--- config.mk ---
export PLATFORM = sky130hd
export DESIGN_NAME = rtc_time_of_day_alarm
export DESIGN_NICKNAME = d
export VERILOG_FILES = /design/src/rtc_pkg.sv /design/src/rtc_time_of_day_alarm.sv /design/src/rtc_tick.sv /design/src/rtc_regs.sv
export SDC_FILE = /design/constraint.sdc
export NUM_CORES = 1
export LEC_CHECK = 0
export CAP_MARGIN = 20
export CORE_UTILIZATION = 60
export DETAILED_ROUTE_END_ITERATION = 8
export DONT_BUFFER_PORTS = 1
export HOLD_SLACK_MARGIN = 0.02
export MAX_ROUTING_LAYER = met4
export PLACE_DENSITY = 0.76
export SETUP_SLACK_MARGIN = 0.05
export SLEW_MARGIN = 40
export SYNTH_ARGS = -nofsm -noshare
export SYNTH_HDL_FRONTEND = slang
export SYNTH_HIERARCHICAL = 1
export SYNTH_SLANG_ARGS = --single-unit
--- constraint.sdc ---
create_clock -name clock -period 6.22 [get_ports clock]
set_input_delay 1.244 -clock clock [delete_from_list [all_inputs] [get_ports clock]]
set_output_delay 1.244 -clock clock [all_outputs]
set_load 0.02 [all_outputs]
--- src/rtc_pkg.sv ---
// Shared types and constants for the real-time clock with alarm.
package rtc_pkg;

   localparam int OFFSET_W = 10;
   localparam int DATA_W   = 32;

   typedef enum logic [1:0] {
      ACT_TICK  = 2'd0,
      ACT_READ  = 2'd1,
      ACT_WRITE = 2'd2
   } action_type;

   // Register word offsets
   localparam logic [OFFSET_W-1:0] W_ID      = 10'd0;
   localparam logic [OFFSET_W-1:0] W_CNTR    = 10'd4;
   localparam logic [OFFSET_W-1:0] W_ALARM   = 10'd5;
   localparam logic [OFFSET_W-1:0] W_CTRL    = 10'd6;
   localparam logic [OFFSET_W-1:0] W_ST      = 10'd7;
   localparam logic [OFFSET_W-1:0] W_SEC_CFG = 10'd9;

   localparam logic [DATA_W-1:0] ID_VALUE      = 32'h0301_1006;
   localparam logic [DATA_W-1:0] SEC_CFG_RESET = 32'h0000_3fff;

   localparam int CTRL_EN_BIT    = 0;
   localparam int CTRL_INT_BIT   = 2;
   localparam int ST_ALM_BIT     = 2;
   localparam int ST_WR_DONE_BIT = 16;

   localparam logic [6:0] SEC_WRAP  = 7'd60;
   localparam logic [6:0] MIN_WRAP  = 7'd60;
   localparam logic [5:0] HOUR_WRAP = 6'd24;

   typedef struct packed {
      logic [DATA_W-1:0] time_value;
      logic              alarm_match;
   } tick_result_type;

endpackage

--- src/rtc_time_of_day_alarm.sv ---
// Top level of the real-time clock with alarm: request stage, register file, response stage.
// Each transaction (one-second tick, register read or register write) is taken into a request
// register, executed against the register file once the response register is free or draining,
// and its result is written into the response register as it executes. One transaction per
// cycle is sustained while rsp_ready stays high; the single register-file update per cycle
// sets that rate, and each transaction sees every state change made by the one before it.
// rsp_irq_pending reports the interrupt level after the transaction. Offsets at or beyond
// REG_WORDS read as zero and ignore writes. No clearing pass is needed after reset.
module rtc_time_of_day_alarm #(
   parameter int REG_WORDS = 10
) (
   input  logic                          clock,
   input  logic                          reset,
   input  logic                          req_valid,
   output logic                          req_ready,
   input  logic [1:0]                    req_action,
   input  logic [rtc_pkg::OFFSET_W-1:0]  req_word_offset,
   input  logic [rtc_pkg::DATA_W-1:0]    req_write_data,
   output logic                          rsp_valid,
   input  logic                          rsp_ready,
   output logic [rtc_pkg::DATA_W-1:0]    rsp_read_data,
   output logic                          rsp_irq_pending
);

   logic                          s1_valid_ff;
   logic [1:0]                    s1_action_ff;
   logic [rtc_pkg::OFFSET_W-1:0]  s1_offset_ff;
   logic [rtc_pkg::DATA_W-1:0]    s1_wdata_ff;
   logic                          s1_go;

   logic                          rsp_valid_ff;
   logic [rtc_pkg::DATA_W-1:0]    rsp_data_ff;
   logic                          rsp_irq_ff;

   logic [rtc_pkg::DATA_W-1:0]    read_data;
   logic                          irq_next;

   // request stage moves on when the response register is free or draining
   assign s1_go     = s1_valid_ff && (!rsp_valid_ff || rsp_ready);
   assign req_ready = !s1_valid_ff || s1_go;

   always_ff @(posedge clock) begin
      if (reset) begin
         s1_valid_ff <= 1'b0;
      end else if (req_ready) begin
         s1_valid_ff <= req_valid;
      end
   end

   always_ff @(posedge clock) begin
      if (req_valid && req_ready) begin
         s1_action_ff <= req_action;
         s1_offset_ff <= req_word_offset;
         s1_wdata_ff  <= req_write_data;
      end
   end

   rtc_regs #(
      .REG_WORDS (REG_WORDS)
   ) u_regs (
      .clock       (clock),
      .reset       (reset),
      .step_en     (s1_go),
      .action      (s1_action_ff),
      .word_offset (s1_offset_ff),
      .write_data  (s1_wdata_ff),
      .read_data   (read_data),
      .irq_next    (irq_next)
   );

   always_ff @(posedge clock) begin
      if (reset) begin
         rsp_valid_ff <= 1'b0;
      end else if (s1_go) begin
         rsp_valid_ff <= 1'b1;
      end else if (rsp_ready) begin
         rsp_valid_ff <= 1'b0;
      end
   end

   always_ff @(posedge clock) begin
      if (s1_go) begin
         rsp_data_ff <= read_data;
         rsp_irq_ff  <= irq_next;
      end
   end

   assign rsp_valid       = rsp_valid_ff;
   assign rsp_read_data   = rsp_data_ff;
   assign rsp_irq_pending = rsp_irq_ff;

   a_stall_only_when_full: assert property (@(posedge clock) disable iff (reset)
      !req_ready |-> s1_valid_ff && rsp_valid_ff && !rsp_ready)
      else $error("request stage stalled without a blocked response");

   a_execute_gives_response: assert property (@(posedge clock) disable iff (reset)
      s1_go |=> rsp_valid_ff)
      else $error("executed transaction produced no response");

   a_rsp_holds_while_waiting: assert property (@(posedge clock) disable iff (reset)
      rsp_valid && !rsp_ready
      |=> rsp_valid && $stable(rsp_read_data) && $stable(rsp_irq_pending))
      else $error("response changed while waiting for ready");

endmodule

--- src/rtc_tick.sv ---
// Time counter increment with carry chain and alarm compare.
module rtc_tick (
   input  logic [rtc_pkg::DATA_W-1:0] time_cur,
   input  logic [rtc_pkg::DATA_W-1:0] alarm_word,
   output rtc_pkg::tick_result_type   result
);

   logic [5:0]  sec;
   logic [5:0]  min;
   logic [4:0]  hour;
   logic [14:0] day;
   logic [6:0]  sec_inc;
   logic [6:0]  min_inc;
   logic [5:0]  hour_inc;
   logic [5:0]  sec_new;
   logic [5:0]  min_new;
   logic [4:0]  hour_new;
   logic [14:0] day_new;

   always_comb begin
      sec      = time_cur[5:0];
      min      = time_cur[11:6];
      hour     = time_cur[16:12];
      day      = time_cur[31:17];
      sec_inc  = {1'b0, sec} + 7'd1;
      min_inc  = {1'b0, min} + 7'd1;
      hour_inc = {1'b0, hour} + 6'd1;

      sec_new  = sec_inc[5:0];
      min_new  = min;
      hour_new = hour;
      day_new  = day;
      if (sec_inc >= rtc_pkg::SEC_WRAP) begin
         sec_new = '0;
         min_new = min_inc[5:0];
         if (min_inc >= rtc_pkg::MIN_WRAP) begin
            min_new  = '0;
            hour_new = hour_inc[4:0];
            if (hour_inc >= rtc_pkg::HOUR_WRAP) begin
               hour_new = '0;
               day_new  = day + 15'd1;
            end
         end
      end

      result.time_value  = {day_new, hour_new, min_new, sec_new};
      result.alarm_match = (sec_new == alarm_word[5:0]) &&
                           (min_new == alarm_word[11:6]) &&
                           (hour_new == alarm_word[16:12]);
   end

endmodule

--- src/rtc_regs.sv ---
// Register file: time counter, alarm, control, alarm flag and plain words.
module rtc_regs #(
   parameter int REG_WORDS = 10
) (
   input  logic                          clock,
   input  logic                          reset,
   input  logic                          step_en,
   input  logic [1:0]                    action,
   input  logic [rtc_pkg::OFFSET_W-1:0]  word_offset,
   input  logic [rtc_pkg::DATA_W-1:0]    write_data,
   output logic [rtc_pkg::DATA_W-1:0]    read_data,
   output logic                          irq_next
);

   localparam int IDX_W = $clog2(REG_WORDS);

   logic [rtc_pkg::DATA_W-1:0] time_ff, time_in;
   logic [rtc_pkg::DATA_W-1:0] alarm_ff, alarm_in;
   logic [rtc_pkg::DATA_W-1:0] ctrl_ff, ctrl_in;
   logic                       flag_ff, flag_in;
   logic [rtc_pkg::DATA_W-1:0] plain_ff [REG_WORDS];

   logic [IDX_W-1:0]           idx;
   logic                       in_range;
   logic                       plain_we;
   rtc_pkg::tick_result_type   tick_res;

   rtc_tick u_tick (
      .time_cur   (time_ff),
      .alarm_word (alarm_ff),
      .result     (tick_res)
   );

   assign idx      = word_offset[IDX_W-1:0];
   assign in_range = word_offset < rtc_pkg::OFFSET_W'(REG_WORDS);

   always_comb begin
      time_in   = time_ff;
      alarm_in  = alarm_ff;
      ctrl_in   = ctrl_ff;
      flag_in   = flag_ff;
      plain_we  = 1'b0;
      read_data = '0;
      unique case (action)
         rtc_pkg::ACT_TICK: begin
            if (ctrl_ff[rtc_pkg::CTRL_EN_BIT]) begin
               time_in = tick_res.time_value;
               if (tick_res.alarm_match) begin
                  flag_in = 1'b1;
               end
            end
         end
         rtc_pkg::ACT_READ: begin
            unique case (word_offset)
               rtc_pkg::W_ID:    read_data = rtc_pkg::ID_VALUE;
               rtc_pkg::W_CNTR:  read_data = time_ff;
               rtc_pkg::W_ALARM: read_data = alarm_ff;
               rtc_pkg::W_CTRL:  read_data = ctrl_ff;
               rtc_pkg::W_ST: begin
                  read_data[rtc_pkg::ST_WR_DONE_BIT] = 1'b1;
                  read_data[rtc_pkg::ST_ALM_BIT]     = flag_ff;
               end
               default: begin
                  if (in_range) begin
                     read_data = plain_ff[idx];
                  end
               end
            endcase
         end
         rtc_pkg::ACT_WRITE: begin
            unique case (word_offset)
               rtc_pkg::W_CNTR:  time_in  = write_data;
               rtc_pkg::W_ALARM: alarm_in = write_data;
               rtc_pkg::W_CTRL:  ctrl_in  = write_data;
               rtc_pkg::W_ST: begin
                  if (write_data[rtc_pkg::ST_ALM_BIT]) begin
                     flag_in = 1'b0;
                  end
               end
               // identifier word writes land in plain storage
               default:          plain_we = in_range;
            endcase
         end
         default: ;
      endcase
      irq_next = flag_in & ctrl_in[rtc_pkg::CTRL_INT_BIT];
   end

   always_ff @(posedge clock) begin
      if (reset) begin
         time_ff  <= '0;
         alarm_ff <= '0;
         ctrl_ff  <= '0;
         flag_ff  <= 1'b0;
      end else if (step_en) begin
         time_ff  <= time_in;
         alarm_ff <= alarm_in;
         ctrl_ff  <= ctrl_in;
         flag_ff  <= flag_in;
      end
   end

   always_ff @(posedge clock) begin
      if (reset) begin
         for (int i = 0; i < REG_WORDS; i++) begin
            plain_ff[i] <= (i == int'(rtc_pkg::W_SEC_CFG)) ? rtc_pkg::SEC_CFG_RESET : '0;
         end
      end else if (step_en && plain_we) begin
         plain_ff[idx] <= write_data;
      end
   end

   a_tick_disabled_holds: assert property (@(posedge clock) disable iff (reset)
      step_en && action == rtc_pkg::ACT_TICK && !ctrl_ff[rtc_pkg::CTRL_EN_BIT]
      |=> $stable(time_ff))
      else $error("time counter moved on a disabled tick");

   a_seconds_in_range: assert property (@(posedge clock) disable iff (reset)
      step_en && action == rtc_pkg::ACT_TICK && ctrl_ff[rtc_pkg::CTRL_EN_BIT]
      |=> {1'b0, time_ff[5:0]} < rtc_pkg::SEC_WRAP)
      else $error("seconds field out of range after a counted tick");

   a_status_clears_flag: assert property (@(posedge clock) disable iff (reset)
      step_en && action == rtc_pkg::ACT_WRITE && word_offset == rtc_pkg::W_ST &&
      write_data[rtc_pkg::ST_ALM_BIT]
      |=> !flag_ff)
      else $error("alarm flag not cleared by status write");

endmodule
==> results of run 1 <==
==> cell usage after synthesis (4+ instances only) <==
master,count
sky130_fd_sc_hd__dfxtp_1,99
sky130_fd_sc_hd__and2_1,183
sky130_fd_sc_hd__nor2b_1,17
sky130_fd_sc_hd__mux4_2,49
sky130_fd_sc_hd__nand3_1,14
sky130_fd_sc_hd__o31ai_1,7
sky130_fd_sc_hd__nor3_1,9
sky130_fd_sc_hd__mux2i_1,110
sky130_fd_sc_hd__nand2_1,194
sky130_fd_sc_hd__a31oi_1,9
sky130_fd_sc_hd__a311oi_1,32
sky130_fd_sc_hd__buf_1,5
sky130_fd_sc_hd__o22ai_2,20
sky130_fd_sc_hd__buf_2,33
sky130_fd_sc_hd__mux2_2,34
sky130_fd_sc_hd__a21oi_1,58
sky130_fd_sc_hd__inv_1,11
sky130_fd_sc_hd__xor2_1,11
sky130_fd_sc_hd__a211oi_1,9
sky130_fd_sc_hd__a22oi_1,28
sky130_fd_sc_hd__o22ai_1,9
sky130_fd_sc_hd__clkbuf_1,80
sky130_fd_sc_hd__nand4_1,15
sky130_fd_sc_hd__or2_2,9
sky130_fd_sc_hd__ha_1,5
sky130_fd_sc_hd__xnor2_1,14
sky130_fd_sc_hd__o21ai_0,54
sky130_fd_sc_hd__nand2b_1,21
sky130_fd_sc_hd__edfxtp_1,386
sky130_fd_sc_hd__nor2_1,97
sky130_fd_sc_hd__and3_1,4
==> power groups by stage <==
stage               Clock (mW)  Combinational [mW]  Sequential (mW)
finish                    3.09               0.307             3.73
global route              3.26               0.325             3.74
floorplan                    0               0.243             3.75
global placement             0               0.295             3.79
detailed placement           0               0.302             3.80
CTS                       3.13               0.303             3.73
==> flip-flops by register name (all words and copies together), names as in the netlist <==
name             count
u_regs/plain_ff    309
s1_wdata_ff         32
s1_action_ff         2
rsp_irq_pending      1
rsp_valid            1
rsp_read_data       32
u_regs/ctrl_ff      32
s1_offset_ff        10
u_regs/alarm_ff     32
s1_valid_ff          1
u_regs/flag_ff       1
u_regs/time_ff      32
==> worst max-delay path, stage by stage, from the launching register on <==
cell	delay, ns
sky130_fd_sc_hd__dfxtp_1	0.42
sky130_fd_sc_hd__ha_1	0.36
sky130_fd_sc_hd__and4bb_2	0.33
sky130_fd_sc_hd__o21ai_1	0.12
sky130_fd_sc_hd__a2111o_1	0.71
sky130_fd_sc_hd__o21a_1	0.30
sky130_fd_sc_hd__or3_1	0.34
sky130_fd_sc_hd__a2111oi_0	0.57
sky130_fd_sc_hd__and4b_1	0.33
sky130_fd_sc_hd__nand2_1	0.06
sky130_fd_sc_hd__a21oi_1	0.13
==> stage by stage <==
stage	utilization (%)	setup WS, ns	area [sq um]	hold WS [ns]
finish	68.2	2.40	24400	0.456
global route	68.2	2.15	24400	0.470
CTS	68.2	2.50	24400	0.453
detailed placement	63.5	2.12	22700	0.445
global placement	63.4	2.14	22700	0.439
floorplan	-	2.46	22400	0.436
==> layout make-up <==
| type | count | area (sq um) |
|---|---|---|
| well taps | 461 | 577 |
| flip-flops and latches | 485 | 13600 |
| multi-input cells | 1203 | 8320 |
| clock inverters | 30 | 359 |
| inverters | 11 | 41.3 |
| repair buffers | 24 | 229 |
| clock buffers | 59 | 1330 |
| fillers | 2490 | 11400 |
==> final timing paths <==
path,cells after the start,to
setup / recovery,10,rsp_irq_pending
hold / removal,2,u_regs/alarm_ff[18]
setup reg to reg,10,rsp_irq_pending
hold reg to reg,2,u_regs/alarm_ff[18]
==> cell families (layout without fill, tap and decap cells) <==
kind of cell,count (synthesis),in the layout
simple gates,592,592
flops,485,485
compound gates,268,268
mux,193,193
buf+inv,136,124
xor+xnor,25,25
fa+ha+maj,5,5
other cells,1,120
==> layer usage <==
| layer | share of wire [%] | wire (microns) |
|---|---|---|
| met3 | 6.3 | 3220 |
| met5 | 0 | 0 |
| met2 | 49 | 25200 |
| met1 | 41 | 21000 |
| met4 | 3.8 | 1970 |
==> placed cells by master (no fill, tap or decap), drive strengths merged, types with 5 or more instances in the layout <==
cell type  count
nand4         15
mux2i        110
xor2          11
or2            9
edfxtp       386
buf           24
nor4           5
bufinv         8
nor3          10
mux4          49
clkinv        16
o22ai         29
clkbuf        59
a21oi         59
a311oi        32
a211oi         9
xnor2         14
o21ai         56
and2         185
o31ai          7
inv           13
dfxtp         99
nor2          99
conb         120
nand2b        21
mux2          34
a22oi         28
nand3         14
a31oi          9
nand2        194
ha             5
nor2b         17
==> metrics.txt, run 1 <==
# TYPE chip_impl_metric gauge
chip_impl_metric{name="path_max_fanout",unit=""} 14
chip_impl_info{name="cp-start-kind",value="register"} 1
chip_impl_metric{name="initial_utilization",unit="%"} 61.4
chip_impl_metric{name="use_met1",unit="%"} 36.0
chip_impl_metric{name="synthesis.yosys.warnings",unit=""} 6
chip_impl_metric{name="post_synth_inst_count",unit=""} 1705
chip_impl_info{name="min_path_type",value="register to register"} 1
chip_impl_metric{name="power_leakage",unit="nW"} 8.67
chip_impl_info{name="critPathCaptureType",value="register"} 1
chip_impl_metric{name="post-route-drc-count",unit=""} 5
chip_impl_info{name="worst_path_class_setup",value="register to register"} 1
chip_impl_metric{name="p_sw_share",unit="%"} 21.3
chip_impl_metric{name="io_pins",unit=""} 83
chip_impl_metric{name="layout.nets",unit=""} 1828
chip_impl_metric{name="grt_antenna_before_repair",unit=""} 0
chip_impl_metric{name="xor_and_xnor_area_share_after_synthesis",unit="%"} 0.996
chip_impl_info{name="cts-root-buf",value="sky130_fd_sc_hd__clkbuf_16"} 1
chip_impl_metric{name="core_area",unit="sq um"} 35800
chip_impl_metric{name="total_switching_power",unit="mW"} 1.52
chip_impl_metric{name="die_ar",unit="sq um"} 37400
chip_impl_metric{name="clock_insertion_delay_worst_skew",unit="ns"} 0.59
chip_impl_metric{name="final_min_period_over_clock_period",unit="%"} 61.5
chip_impl_metric{name="worst-endpoint-required",unit="ns"} 6.67
chip_impl_metric{name="cts_hold_buffers",unit=""} 0
chip_impl_info{name="largest_family_of_logic_cells_by_synthesized_area",value="simple AND/OR/NAND/NOR gates"} 1
chip_impl_metric{name="maxSlewViolCount",unit=""} 0
chip_impl_info{name="synthTopCellsByArea",value="sky130_fd_sc_hd__edfxtp_1 (53%), sky130_fd_sc_hd__dfxtp_1 (9.0%), sky130_fd_sc_hd__and2_1 (5.2%)"} 1
chip_impl_metric{name="combPwrFrac",unit="%"} 4.3
chip_impl_info{name="violated_checks",value="design-rule violations"} 1
chip_impl_metric{name="post_synth_fa_ha_maj_area_fraction",unit="%"} 0.285
chip_impl_metric{name="min_period",unit="ns"} 3.82
chip_impl_metric{name="cap_violations",unit=""} 0
chip_impl_metric{name="dp.cells",unit=""} 2184
chip_impl_metric{name="post_drt_wl_per_cell",unit="microns"} 22.6
chip_impl_info{name="synth-main-ff-cell",value="sky130_fd_sc_hd__edfxtp_1"} 1
chip_impl_metric{name="ys_seq_elements",unit=""} 485
chip_impl_metric{name="track_usage",unit="%"} 28.7
chip_impl_info{name="gr-max-usage-layer",value="met2"} 1
chip_impl_metric{name="global_route.usage.met2",unit="%"} 47.0
chip_impl_info{name="critical_path.reg2reg.startpoint",value="u_regs/time_ff[6]"} 1
chip_impl_metric{name="compound_gate_fraction_of_synth_area",unit="%"} 8.77
chip_impl_metric{name="reg2reg_setup_slack",unit="ns"} 2.40
chip_impl_metric{name="post_cts_buffers",unit=""} 0
chip_impl_metric{name="layout-drive-gt1-share",unit="%"} 12.9
chip_impl_metric{name="overflow",unit=""} 0
chip_impl_metric{name="drt-total-wl",unit="mm"} 51.4
chip_impl_info{name="rsz0062_at_grt",value="false"} 1
chip_impl_metric{name="slew_headroom",unit="%"} 43.6
chip_impl_metric{name="cts_made_buffers",unit=""} 50
chip_impl_metric{name="internal_power",unit="mW"} 5.61
chip_impl_metric{name="ant_nets",unit=""} 0
chip_impl_info{name="run_status",value="complete, but fails checks"} 1
chip_impl_metric{name="power_density",unit="nW/um^2"} 292
chip_impl_metric{name="async_reset_ff_share",unit="%"} 0
chip_impl_metric{name="peakVddDrop",unit="mV"} 0.244
chip_impl_metric{name="clock_skew",unit="ns"} 0.0109
chip_impl_metric{name="syn_avg_cell_area",unit="sq um"} 12.9
chip_impl_metric{name="worst_slew_pin_slew",unit="ns"} 0.846
chip_impl_info{name="cp-startpoint",value="u_regs/time_ff[6]"} 1
chip_impl_metric{name="dp.final_hpwl",unit="mm"} 30.9
chip_impl_metric{name="yosys.area.top_type_share",unit="%"} 52.7
chip_impl_metric{name="synth_enable_flop_cells",unit=""} 386
chip_impl_metric{name="drtIter0Drc",unit=""} 1224
chip_impl_metric{name="num_vias",unit=""} 13900
chip_impl_metric{name="share_seq_of_total_power",unit="%"} 52.3
chip_impl_metric{name="fin_setup_tns",unit="ns"} 0
chip_impl_metric{name="synth_cell_type_count",unit=""} 80
chip_impl_metric{name="globalRouteMet3Util",unit="%"} 4.46
chip_impl_metric{name="mappedNetlistArea",unit="sq um"} 22000
chip_impl_metric{name="ctsLongestPathBuffers",unit=""} 3
chip_impl_metric{name="antennaDiodeCount",unit=""} 0
chip_impl_metric{name="hold_viol_final",unit=""} 0
chip_impl_metric{name="total_power",unit="mW"} 7.12
chip_impl_metric{name="synth_to_layout_area_growth",unit="%"} 11.1
chip_impl_metric{name="pin_count_of_the_biggest_net_entering_global_routing",unit=""} 219
chip_impl_info{name="timing.hold.worst.start",value="u_regs/alarm_ff[18]"} 1
chip_impl_metric{name="place.gp.congestion",unit=""} 0.889
chip_impl_metric{name="first_pass_iters",unit=""} 9
chip_impl_metric{name="buffer_ports.inserted",unit=""} 0
chip_impl_metric{name="cp.arrival",unit="ns"} 4.27
chip_impl_metric{name="die_h",unit="microns"} 193
chip_impl_info{name="tritoncts",value="built"} 1
chip_impl_metric{name="muxShareOfSynthArea",unit="%"} 11.8
chip_impl_metric{name="cts_sinks",unit=""} 485
chip_impl_metric{name="die_w",unit="microns"} 193
chip_impl_metric{name="synth_sequential_area_ratio",unit="%"} 61.7
chip_impl_metric{name="vias_in_the_first_global_route",unit=""} 13800
chip_impl_metric{name="std_cell_rows",unit=""} 69
chip_impl_metric{name="htree_num_levels",unit=""} 2
chip_impl_info{name="synth.largest_area_cell",value="sky130_fd_sc_hd__edfxtp_1"} 1
chip_impl_metric{name="vias_per_cell",unit=""} 6.13
chip_impl_metric{name="wire_length_of_the_first_global_routing_pass",unit="mm"} 79.2
chip_impl_metric{name="setup_violations",unit=""} 0
chip_impl_metric{name="post_layout_nonfiller_instances",unit=""} 2273
chip_impl_metric{name="maxClockFrequency",unit="MHz"} 262
chip_impl_metric{name="cts_resized",unit=""} 0
chip_impl_metric{name="synth_simple_gate_area_share",unit="%"} 13.8
chip_impl_metric{name="path_clk_slew",unit="ns"} 0.06
chip_impl_metric{name="share_clk_of_total_power",unit="%"} 43.4
Power figures use the tool's default switching activity.
==> run 2, diff against run 1 <==
clock period = 3.68 ns   (was 6.22 ns; I/O delays follow)
==> metrics.txt, run 2 (synthesis gave the netlist of run 1 again) <==
# TYPE chip_impl_metric gauge
chip_impl_info{name="min_path_type",value="input port to register"} 1
chip_impl_metric{name="pin_count_of_the_biggest_net_entering_global_routing",unit=""} 219
chip_impl_metric{name="power_leakage",unit="nW"} 8.79
chip_impl_info{name="critPathCaptureType",value="register"} 1
chip_impl_metric{name="cts_hold_buffers",unit=""} 0
chip_impl_metric{name="layout.nets",unit=""} 1850
chip_impl_metric{name="post_drt_wl_per_cell",unit="microns"} 23.4
chip_impl_metric{name="worst_slew_pin_slew",unit="ns"} 0.790
chip_impl_metric{name="seqCellArea",unit="sq um"} 13600
chip_impl_metric{name="layout.core_utilization",unit="%"} 68.8
chip_impl_metric{name="drtIter0Drc",unit=""} 1362
chip_impl_metric{name="place.gp.congestion",unit=""} 0.911
chip_impl_metric{name="p_sw_share",unit="%"} 21.7
chip_impl_metric{name="layout-drive-gt1-share",unit="%"} 13.9
chip_impl_metric{name="drt-total-wl",unit="mm"} 53.8
chip_impl_metric{name="num_vias",unit=""} 14100
chip_impl_metric{name="path_clk_slew",unit="ns"} 0.06
chip_impl_info{name="run_status",value="complete, but fails checks"} 1
chip_impl_info{name="registers.top_by_ff_count",value="u_regs/plain_ff"} 1
chip_impl_metric{name="die_w",unit="microns"} 193
chip_impl_metric{name="overflow",unit=""} 0
chip_impl_metric{name="hold_viol_final",unit=""} 0
chip_impl_metric{name="pre_cts_ws",unit="ns"} 0.344
chip_impl_metric{name="synth_to_layout_area_growth",unit="%"} 12.0
chip_impl_metric{name="cts_resized",unit=""} 0
chip_impl_metric{name="ctsLongestPathBuffers",unit=""} 3
chip_impl_metric{name="ant_nets",unit=""} 0
chip_impl_info{name="violated_checks",value="design-rule violations"} 1
chip_impl_metric{name="post-route-drc-count",unit=""} 5
chip_impl_metric{name="clock_insertion_delay_worst_skew",unit="ns"} 0.62
chip_impl_metric{name="std_cell_rows",unit=""} 69
chip_impl_metric{name="initial_utilization",unit="%"} 61.4
chip_impl_metric{name="first_pass_iters",unit=""} 7
chip_impl_metric{name="core_area",unit="sq um"} 35800
chip_impl_info{name="cts-root-buf",value="sky130_fd_sc_hd__clkbuf_16"} 1
chip_impl_info{name="mostFrequentLayoutCells",value="sky130_fd_sc_hd__edfxtp_1 (386), sky130_fd_sc_hd__nand2_1 (194), sky130_fd_sc_hd__and2_1 (183)"} 1
chip_impl_info{name="cp-start-kind",value="register"} 1
chip_impl_metric{name="ff2ff_path_depth",unit=""} 10
chip_impl_metric{name="buffer_ports.inserted",unit=""} 0
chip_impl_metric{name="worst-endpoint-required",unit="ns"} 4.18
chip_impl_metric{name="share_clk_of_total_power",unit="%"} 42.6
chip_impl_metric{name="combined_area_of_the_multi_input_logic_cells",unit="sq um"} 8310
chip_impl_info{name="timing.hold.worst.start",value="reset"} 1
chip_impl_metric{name="setup_violations",unit=""} 0
chip_impl_metric{name="path_max_fanout",unit=""} 9
chip_impl_metric{name="cts_made_buffers",unit=""} 50
chip_impl_metric{name="grt_antenna_before_repair",unit=""} 1
chip_impl_metric{name="total_switching_power",unit="mW"} 2.58
chip_impl_metric{name="cts_sinks",unit=""} 485
chip_impl_info{name="tritoncts",value="built"} 1
chip_impl_metric{name="internal_power",unit="mW"} 9.32
chip_impl_metric{name="track_usage",unit="%"} 30.0
chip_impl_metric{name="reg2reg_setup_slack",unit="ns"} 0.29
chip_impl_metric{name="htree_num_levels",unit=""} 2
chip_impl_metric{name="combPwrFrac",unit="%"} 4.5
chip_impl_metric{name="share_seq_of_total_power",unit="%"} 52.9
chip_impl_metric{name="peakVddDrop",unit="mV"} 0.364
chip_impl_info{name="whs_endpoint",value="s1_valid_ff"} 1
chip_impl_metric{name="power_density",unit="nW/um^2"} 483
chip_impl_metric{name="largest_register_ffs",unit=""} 309
chip_impl_metric{name="post_cts_buffers",unit=""} 0
chip_impl_metric{name="min_period",unit="ns"} 3.39
chip_impl_metric{name="fin_setup_tns",unit="ns"} 0
chip_impl_metric{name="die_ar",unit="sq um"} 37400
chip_impl_info{name="critical_path.reg2reg.startpoint",value="u_regs/time_ff[0]"} 1
chip_impl_info{name="worst_path_class_setup",value="register to register"} 1
chip_impl_metric{name="cap_violations",unit=""} 0
chip_impl_metric{name="maxSlewViolCount",unit=""} 0
chip_impl_metric{name="dp.final_hpwl",unit="mm"} 32.7
chip_impl_metric{name="maxClockFrequency",unit="MHz"} 295
chip_impl_metric{name="worst_slack",unit="ns"} 0.291
chip_impl_metric{name="final_min_period_over_clock_period",unit="%"} 92.1
chip_impl_metric{name="cp.arrival",unit="ns"} 3.89
chip_impl_metric{name="min_path_cells",unit=""} 1
chip_impl_metric{name="num-fill-cells",unit=""} 2488
chip_impl_info{name="rsz0062_at_grt",value="false"} 1
chip_impl_info{name="reg2reg_to",value="u_regs/time_ff[29]"} 1
chip_impl_metric{name="clock_skew",unit="ns"} 0.0345
chip_impl_metric{name="slew_headroom",unit="%"} 47.3
chip_impl_metric{name="io_pins",unit=""} 83
chip_impl_metric{name="die_h",unit="microns"} 193
chip_impl_metric{name="vias_in_the_first_global_route",unit=""} 14100
chip_impl_info{name="mostFrequentLayoutCell",value="sky130_fd_sc_hd__edfxtp_1"} 1
chip_impl_metric{name="vias_per_cell",unit=""} 6.12
chip_impl_metric{name="wire_length_of_the_first_global_routing_pass",unit="mm"} 82.4
run 2: layer usage:
metal / wire, microns / vias to the layer above / global-route usage, %
met2: 26700 / 589 / 49.4
met3: 3690 / 113 / 3.97
met4: 1510 / 0 / 10.2
met5: 0 / - / -
li1: - / 6399 / -
met1: 21900 / 6990 / 38.8
run 2: metrics by stage:
stage	hold WS [ns]	instance area (sq um)	instances	power (mW)
final	0.214	24600	2301	11.9
after global routing	0.191	24600	2301	12.2
after CTS	0.190	24600	2300	12.0
after detailed placement	0.445	23000	2206	6.94
after global placement	0.441	22900	2204	6.92
after floorplan	0.436	22400	1824	6.75
run 2: worst max-delay path by stage:
stage                                 start                    end  slack (ns)  depth (start not counted)
after detailed placement  u_regs/time_ff[0]     u_regs/time_ff[29]        0.34                         10
after floorplan                   rsp_ready  u_regs/plain_ff[2][0]        0.43                          7
after global placement    u_regs/time_ff[7]        rsp_irq_pending        0.42                         10
after global routing      u_regs/time_ff[0]        rsp_irq_pending        0.05                         10
after CTS                 u_regs/time_ff[0]        rsp_irq_pending        0.33                         10
final                     u_regs/time_ff[0]     u_regs/time_ff[29]        0.29                         10
run 2: worst max-delay path: stages (launching register included):
cell and delay (ns):
sky130_fd_sc_hd__dfxtp_1 0.38, sky130_fd_sc_hd__ha_1 0.34, sky130_fd_sc_hd__nand3b_1 0.25, sky130_fd_sc_hd__o221a_4 0.30, sky130_fd_sc_hd__a2111o_1 0.53, sky130_fd_sc_hd__or4_1 0.62, sky130_fd_sc_hd__nor2_1 0.20, sky130_fd_sc_hd__nand3_1 0.13
sky130_fd_sc_hd__xnor2_1 0.17, sky130_fd_sc_hd__nand2_1 0.06, sky130_fd_sc_hd__a311oi_1 0.29
run 2: power by group through the flow:
stage | registers (mW) | clock network [mW] | logic, mW
floorplan | 6.34 | 0 | 0.412
global placement | 6.40 | 0 | 0.517
detailed placement | 6.41 | 0 | 0.533
CTS | 6.29 | 5.17 | 0.535
global route | 6.31 | 5.36 | 0.574
finish | 6.29 | 5.07 | 0.540
run 2: final cells by class:
cell class	count	area share, %
Antenna cell	1	0.0102
Clock buffer	66	5.49
Clock inverter	28	1.25
Inverter	11	0.168
Multi-Input combinational cell	1203	33.7
Sequential cell	485	55.1
Tap cell	461	2.34
Timing Repair Buffer	46	1.90
